==> src/hw/rtl/program_stream_pes_extractor_assert.svh <==
// Assertion macros shared by the program stream extractor RTL.
// Relies on the clock and reset port names of the modules that include it.
`ifndef PROGRAM_STREAM_PES_EXTRACTOR_ASSERT_SVH
`define PROGRAM_STREAM_PES_EXTRACTOR_ASSERT_SVH

// Same-cycle implication, checked outside reset
`define PSX_ASSERT_IMP(label, cond, expect_now) \
   label: assert property (@(posedge clock) disable iff (reset) \
      (cond) |-> (expect_now)) else $error("psx: assertion failed");

// Next-cycle implication, checked outside reset
`define PSX_ASSERT_NXT(label, cond, expect_next) \
   label: assert property (@(posedge clock) disable iff (reset) \
      (cond) |=> (expect_next)) else $error("psx: assertion failed");

`endif

==> src/hw/rtl/psx_pkg.sv <==
// Shared types and constants for the program stream PES extractor.
// No dependencies; imported by psx_parser and the top level.
package psx_pkg;

   localparam int unsigned PTS_W = 33;

   // Configuration register indexes
   localparam logic CSR_VIDEO_ID   = 1'b0;
   localparam logic CSR_PRIVATE_ID = 1'b1;

   // Reset values of the stream id registers
   localparam logic [7:0] VIDEO_ID_RESET   = 8'hE0;
   localparam logic [7:0] PRIVATE_ID_RESET = 8'hBD;

   // Result status codes
   localparam logic STATUS_PAYLOAD  = 1'b0;
   localparam logic STATUS_NO_START = 1'b1;

   typedef struct packed {
      logic             valid;
      logic             status;
      logic [7:0]       payload_byte;
      logic [15:0]      stream_id;
      logic [PTS_W-1:0] pts;
      logic             first_of_payload;
      logic             last_of_payload;
   } psx_result_type;

endpackage

==> src/hw/rtl/program_stream_pes_extractor.sv <==
// Top level of the MPEG-2 program stream PES extractor.
// Depends on psx_pkg, psx_parser and program_stream_pes_extractor_assert.svh.
//
// Feed the block one byte of a program stream pack per transfer on req_, with req_tlast on
// the pack's final byte. It checks the 00 00 01 BA pack start code, skips the pack header,
// stuffing and an optional system header, then walks the PES packets. Payload bytes of the
// video and private streams leave on rsp_ one per transfer, tagged with stream id (substream
// in the high byte for the private stream), 33-bit PTS (zero when absent) and first/last
// marks; a pack that lacks its start code yields a single error transfer (rsp_tuser[0]
// high, all other fields zero) and the rest of that pack is dropped. The parse state
// advances at the input transfer and the result, if any, is held in the output register
// from the next cycle. One byte per cycle is sustained; the only back-pressure is a result
// still held in the output register while rsp_tready is low. Stream id registers (csr_
// index 0 video id, 1 private id) are for the user to write only while the stream is idle,
// which the block does not enforce; no clearing pass is needed after reset.
`include "program_stream_pes_extractor_assert.svh"

module program_stream_pes_extractor (
   input  logic        clock,
   input  logic        reset,
   // input channel
   input  logic        req_tvalid,
   output logic        req_tready,
   input  logic [7:0]  req_tdata,   // [7:0] data_byte
   input  logic        req_tlast,   // pack_last
   // result channel
   output logic        rsp_tvalid,
   input  logic        rsp_tready,
   output logic [63:0] rsp_tdata,   // [7:0] payload_byte, [23:8] stream_id, [56:24] pts
   output logic [1:0]  rsp_tuser,   // [0] status, [1] first_of_payload
   output logic        rsp_tlast,   // last_of_payload
   // configuration
   input  logic        csr_we,
   input  logic        csr_addr,
   input  logic [7:0]  csr_wdata
);
   import psx_pkg::*;

   logic           req_xfer;
   psx_result_type step_result;

   logic           rsp_valid_ff, rsp_valid_in;
   psx_result_type rsp_ff;
   logic [7:0]     video_id_ff;
   logic [7:0]     private_id_ff;

   logic           rsp_is_error;
   logic           rsp_fields_clear;

   // accept a byte whenever the output register is empty or drains this cycle
   assign req_tready = !rsp_valid_ff || rsp_tready;
   assign req_xfer   = req_tvalid && req_tready;

   psx_parser u_parser (
      .clock      (clock),
      .reset      (reset),
      .step_en    (req_xfer),
      .data_byte  (req_tdata),
      .pack_last  (req_tlast),
      .video_id   (video_id_ff),
      .private_id (private_id_ff),
      .result     (step_result)
   );

   // stream id registers: write-only, take effect at the next packet start
   always_ff @(posedge clock) begin
      if (reset) begin
         video_id_ff   <= VIDEO_ID_RESET;
         private_id_ff <= PRIVATE_ID_RESET;
      end else if (csr_we) begin
         if (csr_addr == CSR_VIDEO_ID)   video_id_ff   <= csr_wdata;
         if (csr_addr == CSR_PRIVATE_ID) private_id_ff <= csr_wdata;
      end
   end

   // output register: load on an input transfer, drop once the result is taken
   always_comb begin
      rsp_valid_in = rsp_valid_ff;
      if (req_xfer)        rsp_valid_in = step_result.valid;
      else if (rsp_tready) rsp_valid_in = 1'b0;
   end

   always_ff @(posedge clock) begin
      if (reset) rsp_valid_ff <= 1'b0;
      else       rsp_valid_ff <= rsp_valid_in;
   end

   // payload needs no reset; hold it unless a new byte is transferred
   always_ff @(posedge clock) begin
      if (req_xfer) rsp_ff <= step_result;
   end

   assign rsp_tvalid = rsp_valid_ff;
   assign rsp_tdata  = {7'd0, rsp_ff.pts, rsp_ff.stream_id, rsp_ff.payload_byte};
   assign rsp_tuser  = {rsp_ff.first_of_payload, rsp_ff.status};
   assign rsp_tlast  = rsp_ff.last_of_payload;

   assign rsp_is_error     = rsp_tvalid && (rsp_tuser[0] == STATUS_NO_START);
   assign rsp_fields_clear = (rsp_tdata == 64'd0) && !rsp_tuser[1] && !rsp_tlast;

   `PSX_ASSERT_IMP(a_error_fields_clear, rsp_is_error, rsp_fields_clear)
   `PSX_ASSERT_IMP(a_stall_only_when_full, !req_tready, rsp_tvalid)
   `PSX_ASSERT_IMP(a_result_from_transfer, $rose(rsp_tvalid), $past(req_tvalid && req_tready))

endmodule

==> src/hw/rtl/psx_parser.sv <==
// Byte-wise parse state of the program stream: pack header, system header, PES packets.
// Depends on psx_pkg and program_stream_pes_extractor_assert.svh.
`include "program_stream_pes_extractor_assert.svh"

module psx_parser (
   input  logic                    clock,
   input  logic                    reset,
   input  logic                    step_en,
   input  logic [7:0]              data_byte,
   input  logic                    pack_last,
   input  logic [7:0]              video_id,
   input  logic [7:0]              private_id,
   output psx_pkg::psx_result_type result
);
   import psx_pkg::*;

   localparam logic [4:0] PH_PACK_SC    = 5'd0;
   localparam logic [4:0] PH_PACK_HDR   = 5'd1;
   localparam logic [4:0] PH_STUFF_LEN  = 5'd2;
   localparam logic [4:0] PH_STUFF      = 5'd3;
   localparam logic [4:0] PH_CODE_FIRST = 5'd4;
   localparam logic [4:0] PH_CODE_PES   = 5'd5;
   localparam logic [4:0] PH_SYS_LEN    = 5'd6;
   localparam logic [4:0] PH_SKIP       = 5'd7;
   localparam logic [4:0] PH_PES_LEN    = 5'd8;
   localparam logic [4:0] PH_DISCARD    = 5'd9;
   localparam logic [4:0] PH_FLAGS1     = 5'd10;
   localparam logic [4:0] PH_FLAGS2     = 5'd11;
   localparam logic [4:0] PH_HDR_LEN    = 5'd12;
   localparam logic [4:0] PH_HDR_DATA   = 5'd13;
   localparam logic [4:0] PH_SUB        = 5'd14;
   localparam logic [4:0] PH_PAYLOAD    = 5'd15;
   localparam logic [4:0] PH_IGNORE     = 5'd16;

   localparam logic [7:0]  PACK_CODE_ID   = 8'hBA;
   localparam logic [7:0]  SYS_HDR_ID     = 8'hBB;
   localparam logic [23:0] START_PREFIX   = 24'h000001;
   localparam logic [15:0] PACK_HDR_BYTES = 16'd9;

   logic [4:0]       phase_ff, phase_in;
   logic [15:0]      cnt_ff, cnt_in;
   logic [15:0]      rem_ff, rem_in;
   logic [23:0]      win_ff, win_in;
   logic [15:0]      stream_ff, stream_in;
   logic [PTS_W-1:0] pts_ff, pts_in;
   logic             pts_present_ff, pts_present_in;
   logic             started_ff, started_in;
   logic             private_ff, private_in;

   logic [16:0]      cnt_inc;
   logic [15:0]      cnt_dec;
   logic [15:0]      len_word;
   logic [7:0]       pack_code_byte;
   logic             bounded;
   logic             pes_private;

   always_comb begin
      cnt_inc     = {1'b0, cnt_ff} + 17'd1;
      cnt_dec     = (cnt_ff != 16'd0) ? cnt_ff - 16'd1 : cnt_ff;
      len_word    = {rem_ff[7:0], data_byte};
      bounded     = (phase_ff >= PH_FLAGS1) && (phase_ff <= PH_PAYLOAD);
      pes_private = (data_byte == private_id);
      case (cnt_ff[1:0])
         2'd2:    pack_code_byte = 8'h01;
         2'd3:    pack_code_byte = PACK_CODE_ID;
         default: pack_code_byte = 8'h00;
      endcase
   end

   always_comb begin
      phase_in       = phase_ff;
      cnt_in         = cnt_ff;
      rem_in         = rem_ff;
      win_in         = win_ff;
      stream_in      = stream_ff;
      pts_in         = pts_ff;
      pts_present_in = pts_present_ff;
      started_in     = started_ff;
      private_in     = private_ff;
      result         = '0;

      case (phase_ff)
         PH_PACK_SC: begin
            if (data_byte != pack_code_byte) begin
               result.valid  = 1'b1;
               result.status = STATUS_NO_START;
               phase_in      = PH_IGNORE;
            end else if (cnt_inc >= 17'd4) begin
               phase_in = PH_PACK_HDR;
               cnt_in   = PACK_HDR_BYTES;
            end else begin
               cnt_in = cnt_inc[15:0];
            end
         end
         PH_PACK_HDR: begin
            cnt_in = cnt_dec;
            if (cnt_dec == 16'd0) phase_in = PH_STUFF_LEN;
         end
         PH_STUFF_LEN: begin
            cnt_in = {13'd0, data_byte[2:0]};
            if (data_byte[2:0] == 3'd0) begin
               phase_in = PH_CODE_FIRST;
               cnt_in   = '0;
               win_in   = '0;
            end else begin
               phase_in = PH_STUFF;
            end
         end
         PH_STUFF, PH_SKIP: begin
            cnt_in = cnt_dec;
            if (cnt_dec == 16'd0) begin
               phase_in = (phase_ff == PH_STUFF) ? PH_CODE_FIRST : PH_CODE_PES;
               win_in   = '0;
            end
         end
         PH_CODE_FIRST, PH_CODE_PES: begin
            if (cnt_ff < 16'd3) begin
               win_in = {win_ff[15:0], data_byte};
               cnt_in = cnt_inc[15:0];
            end else if (win_ff != START_PREFIX) begin
               phase_in = PH_IGNORE;
            end else if (phase_ff == PH_CODE_FIRST && data_byte == SYS_HDR_ID) begin
               phase_in = PH_SYS_LEN;
               cnt_in   = '0;
               rem_in   = '0;
            end else begin
               // new PES packet: latch the stream it belongs to
               private_in     = pes_private;
               stream_in      = (pes_private || data_byte == video_id) ?
                                {8'd0, data_byte} : 16'd0;
               pts_in         = '0;
               pts_present_in = 1'b0;
               started_in     = 1'b0;
               rem_in         = '0;
               cnt_in         = '0;
               phase_in       = PH_PES_LEN;
            end
         end
         PH_SYS_LEN: begin
            rem_in = len_word;
            cnt_in = cnt_inc[15:0];
            if (cnt_ff >= 16'd1) begin
               cnt_in = len_word;
               rem_in = '0;
               if (len_word == 16'd0) begin
                  phase_in = PH_CODE_PES;
                  win_in   = '0;
               end else begin
                  phase_in = PH_SKIP;
               end
            end
         end
         PH_PES_LEN: begin
            rem_in = len_word;
            cnt_in = cnt_inc[15:0];
            if (cnt_ff >= 16'd1) begin
               cnt_in = '0;
               if (len_word == 16'd0) begin
                  phase_in = PH_CODE_PES;
                  win_in   = '0;
               end else if (stream_ff != 16'd0 || private_ff) begin
                  phase_in = PH_FLAGS1;
               end else begin
                  phase_in = PH_DISCARD;
               end
            end
         end
         PH_DISCARD: begin
            rem_in = (rem_ff != 16'd0) ? rem_ff - 16'd1 : rem_ff;
            if (rem_in == 16'd0) begin
               phase_in = PH_CODE_PES;
               cnt_in   = '0;
               win_in   = '0;
            end
         end
         PH_FLAGS1: phase_in = PH_FLAGS2;
         PH_FLAGS2: begin
            pts_present_in = data_byte[7];
            phase_in       = PH_HDR_LEN;
         end
         PH_HDR_LEN: begin
            win_in = {16'd0, data_byte};
            cnt_in = '0;
            if (data_byte == 8'd0) phase_in = private_ff ? PH_SUB : PH_PAYLOAD;
            else                   phase_in = PH_HDR_DATA;
         end
         PH_HDR_DATA: begin
            if (pts_present_ff) begin
               case (cnt_ff)
                  16'd0:   pts_in = pts_ff | {data_byte[3:1], 30'd0};
                  16'd1:   pts_in = pts_ff | {3'd0, data_byte, 22'd0};
                  16'd2:   pts_in = pts_ff | {11'd0, data_byte[7:1], 15'd0};
                  16'd3:   pts_in = pts_ff | {18'd0, data_byte, 7'd0};
                  16'd4:   pts_in = pts_ff | {26'd0, data_byte[7:1]};
                  default: pts_in = pts_ff;
               endcase
            end
            cnt_in = cnt_inc[15:0];
            if ({7'd0, cnt_inc} >= win_ff) begin
               cnt_in   = '0;
               phase_in = private_ff ? PH_SUB : PH_PAYLOAD;
            end
         end
         PH_SUB: begin
            if (cnt_ff == 16'd0) stream_in = {data_byte, stream_ff[7:0]};
            cnt_in = cnt_inc[15:0];
            if (cnt_inc >= 17'd4) begin
               cnt_in   = '0;
               phase_in = PH_PAYLOAD;
            end
         end
         PH_PAYLOAD: begin
            result.valid            = 1'b1;
            result.status           = STATUS_PAYLOAD;
            result.payload_byte     = data_byte;
            result.stream_id        = stream_ff;
            result.pts              = pts_present_ff ? pts_ff : '0;
            result.first_of_payload = !started_ff;
            result.last_of_payload  = (rem_ff <= 16'd1) || pack_last;
            started_in              = 1'b1;
         end
         default: phase_in = PH_IGNORE;
      endcase

      // count down the PES packet length while inside the packet
      if (bounded) begin
         rem_in = (rem_ff != 16'd0) ? rem_ff - 16'd1 : rem_ff;
         if (rem_in == 16'd0) begin
            phase_in = PH_CODE_PES;
            cnt_in   = '0;
            win_in   = '0;
         end
      end

      if (pack_last) begin
         if (phase_in == PH_PACK_SC && !result.valid) begin
            result.valid  = 1'b1;
            result.status = STATUS_NO_START;
         end
         phase_in   = PH_PACK_SC;
         cnt_in     = '0;
         rem_in     = '0;
         win_in     = '0;
         started_in = 1'b0;
      end
   end

   always_ff @(posedge clock) begin
      if (reset) begin
         phase_ff       <= PH_PACK_SC;
         cnt_ff         <= '0;
         rem_ff         <= '0;
         win_ff         <= '0;
         stream_ff      <= '0;
         pts_ff         <= '0;
         pts_present_ff <= 1'b0;
         started_ff     <= 1'b0;
         private_ff     <= 1'b0;
      end else if (step_en) begin
         phase_ff       <= phase_in;
         cnt_ff         <= cnt_in;
         rem_ff         <= rem_in;
         win_ff         <= win_in;
         stream_ff      <= stream_in;
         pts_ff         <= pts_in;
         pts_present_ff <= pts_present_in;
         started_ff     <= started_in;
         private_ff     <= private_in;
      end
   end

   `PSX_ASSERT_IMP(a_bounded_has_length, bounded, rem_ff != 16'd0)
   `PSX_ASSERT_NXT(a_last_restarts_pack, step_en && pack_last, phase_ff == PH_PACK_SC)
   `PSX_ASSERT_IMP(a_pack_sc_index, phase_ff == PH_PACK_SC, cnt_ff <= 16'd3)

endmodule
==> config.mk <==
export PLATFORM = sky130hd
export DESIGN_NAME = program_stream_pes_extractor
export DESIGN_NICKNAME = d
export VERILOG_FILES = /design/src/hw/rtl/psx_pkg.sv /design/src/hw/rtl/program_stream_pes_extractor.sv /design/src/hw/rtl/psx_parser.sv
export VERILOG_INCLUDE_DIRS = /design/src /design/src/hw/rtl
export SDC_FILE = /design/constraint.sdc
export NUM_CORES = 1
export LEC_CHECK = 0
export BUFFER_PORTS_ARGS = -buffer_cell sky130_fd_sc_hd__buf_2
export CAP_MARGIN = 20
export CORE_MARGIN = 4
export CORE_UTILIZATION = 25
export CTS_CLUSTER_SIZE = 30
export DETAILED_ROUTE_END_ITERATION = 10
export PLACE_DENSITY = 0.41
export SYNTH_ARGS = -nofsm -noshare
export SYNTH_HDL_FRONTEND = slang
export SYNTH_SLANG_ARGS = --single-unit
==> constraint.sdc <==
create_clock -name clock -period 6.2 [get_ports clock]
set_clock_uncertainty 0.05 [all_clocks]
set_input_delay 1.24 -clock clock [delete_from_list [all_inputs] [get_ports clock]]
set_output_delay 1.24 -clock clock [all_outputs]
set_load 0.01 [all_outputs]
==> reports/metrics.cfg <==
[clocking]
cts_buffer_depth = 2
cts_buffers = 17
insertion_delay_ns = 0.45
ctsHoldBuffers = 0
root_buffer = clkbuf_16
cts_sinks = 190
post_cts_resized = 0
clk_pin_slew_ns = 0.08
cts_tree = done
cts_max_level = 4
cts_setup_buffers = 0

[synth]
syn_avg_cell_area_sq_um = 8.48
postSynthCellCount = 1244
yosys_warnings = 0
synth_top_area_cell = dfxtp_1
synth_ff_type = dfxtp_1
syn_area_sq_mm = 0.0105
async_flop_share_pct = 0
yosysSeqAreaShare_pct = 41.8
ys_ff_latch = 190
synthTopCellsByArea = dfxtp_1 25%, edfxtp_1 17%, a21oi_1 5.1%
netlist.area_leader.share_pct = 24.7
synth-edff-count = 60
synth.distinct_cells = 80

[worst_setup_path]
critPathKind = flop to flop
cp.required_ns = 6.52
start_kind = flop
arrival_ns = 5.50
cp_max_fo = 14
reg2reg_depth = 14
cp-end-kind = flop

[finish]
final_common_cell = nor2_1
layout_common_cells = 131 x nor2_1, 130 x dfxtp_1, 123 x nand2_1
drive_gt1_share_pct = 12.3
fillers = 4465
nets = 1316
area_delta_synth_final_pct = 12.9

[sta]
tns_ns = 0
period_minus_slack_ns = 5.18
max_freq_ghz = 0.193
max_slew_margin_pct = 22.1
finalHoldViolCount = 0
rsz0062_at_grt = false
holdWs_ns = 0.409
worst_slew_pin_slew_ns = 1.17
finalCritPeriodShare_pct = 83.5
setup_viol = 0
finalMaxSlewViolations = 0

[floorplanning]
die_x_um = 213
num_rows = 74
core_sq_mm = 0.0413
start_util_pct = 25.5
die_y_um = 213
die_area_sq_mm = 0.0455
io-pin-count = 92

[grt]
grt.total_usage_pct = 16.6
grtUsageMet2_pct = 24.9
grt_overflow_total = 0
grt_max_degree = 69
use_met3_pct = 3.42
antenna_found_initial = 1
gr-usage-met1_pct = 24.4
grt_pass1_wl_mm = 58.2
top_usage_layer = met2
grt_pass1_vias = 9204

[min_path]
hp-class = flop to flop
hold_depth = 2

[route]
postRouteAntennaNets = 0
vias_per_cell = 5.25
firstDrtPassIters = 5
first_iter_violations = 780
drc = 0
vias = 9530
wire_per_inst_um = 21.1
wl_mm = 38.3

[power_and_ir_drop]
vdd_drop_max_v = 0.000178
powerDensity_mw_per_mm2 = 233
p_leak_nw = 4.48

[placement]
io_buffers = 84
finalWeightedCongestion = 0.901
hpwl_mm = 26.0

[outcome]
status = complete, no violations

[flow_run]
cap_violations = 0

-- power breakdown --
group	internal, W	switching, W	leakage (nW)
Clock	0.000587	0.000544	0.287
Combinational	0.0000860	0.000221	2.54
Sequential	0.00131	0.0000225	1.66
Total	0.00198	0.000787	4.48
-- Yosys cell counts (25+ instances only) --
library cell	n
clkbuf_1	74
dfxtp_1	130
nor2_1	132
nor3_1	36
nand2_1	123
edfxtp_1	60
nand3_1	55
ha_1	25
a21oi_1	108
xnor2_1	25
a22o_1	25
inv_1	33
o21ai_0	53
and3_1	40
and2_1	28
-- final cells by class --
type	instances	area (sq um)	area share [%]
multi-input cells	927	5580	46.9
flip-flops and latches	190	4400	37.0
well taps	532	666	5.59
repair buffers	98	538	4.52
clock buffers	20	457	3.84
inverters	34	128	1.07
clock inverters	12	126	1.06
diodes	1	2.50	0.0210
-- sequential cells by signal (all words and copies together), names as in the netlist, 2 cells and up --
name,count
rsp_tdata,57
u_parser.pts_ff,33
u_parser.win_ff,24
u_parser.cnt_ff,16
u_parser.rem_ff,16
u_parser.stream_ff,16
private_id_ff,8
video_id_ff,8
u_parser.phase_ff,5
rsp_tuser,2
-- critical path: stages (launching register included) --
cell,delay [ns]
dfxtp_1,0.62
ha_1,0.56
nand3_1,0.40
nor3_1,0.55
xor2_1,0.20
ha_1,0.26
and3_1,0.19
a221o_1,0.35
a21oi_1,0.14
o22ai_1,0.16
o21ai_1,0.82
o21ai_0,0.35
nand3_1,0.19
o211ai_1,0.10
a31oi_1,0.14
-- per-stage QoR --
| stage | total power (W) | setup WS [ns] | cells | util, % | instance area [sq um] |
|---|---|---|---|---|---|
| after global placement | 0.00167 | 1.34 | 1780 | 27.4 | 11300 |
| after detailed placement | 0.00167 | 1.22 | 1781 | 27.4 | 11300 |
| after floorplan | 0.00155 | 1.81 | 1250 | - | 10600 |
| after CTS | 0.00280 | 1.20 | 1813 | 28.8 | 11900 |
| final | 0.00277 | 1.02 | 1814 | 28.8 | 11900 |
| after global routing | 0.00288 | 0.665 | 1813 | 28.8 | 11900 |
-- kinds of logic (layout without fill, tap and decap cells) --
family	Yosys count	after routing	synth area share (%)
other	1	8	0.0356
xor gates and xnor gates	47	47	3.90
DFF	190	190	41.8
AOI/OAI and AO/OA	311	311	19.4
muxes	4	4	0.380
buffers and inverters	133	164	5.67
adders and majority gates	25	25	2.97
and+or+nand+nor	533	533	25.9
-- path summary, 6_finish.rpt --
check | startpoint | endpoint | slack, ns
worst max register to register | u_parser.cnt_ff[0] | u_parser.cnt_ff[13] | 1.02
worst max-delay path | u_parser.cnt_ff[0] | u_parser.cnt_ff[13] | 1.02
worst min register to register | u_parser.pts_ff[2] | u_parser.pts_ff[2] | 0.41
worst min-delay path | u_parser.pts_ff[2] | u_parser.pts_ff[2] | 0.41
-- layer usage --
metal	share of wire, %	vias to the layer above
met2	44	277
met1	49	4625
met3	5.3	53
met4	2.0	2
li1	-	4573
met5	0.026	-
No activity file was read; power rests on OpenSTA's default activity.
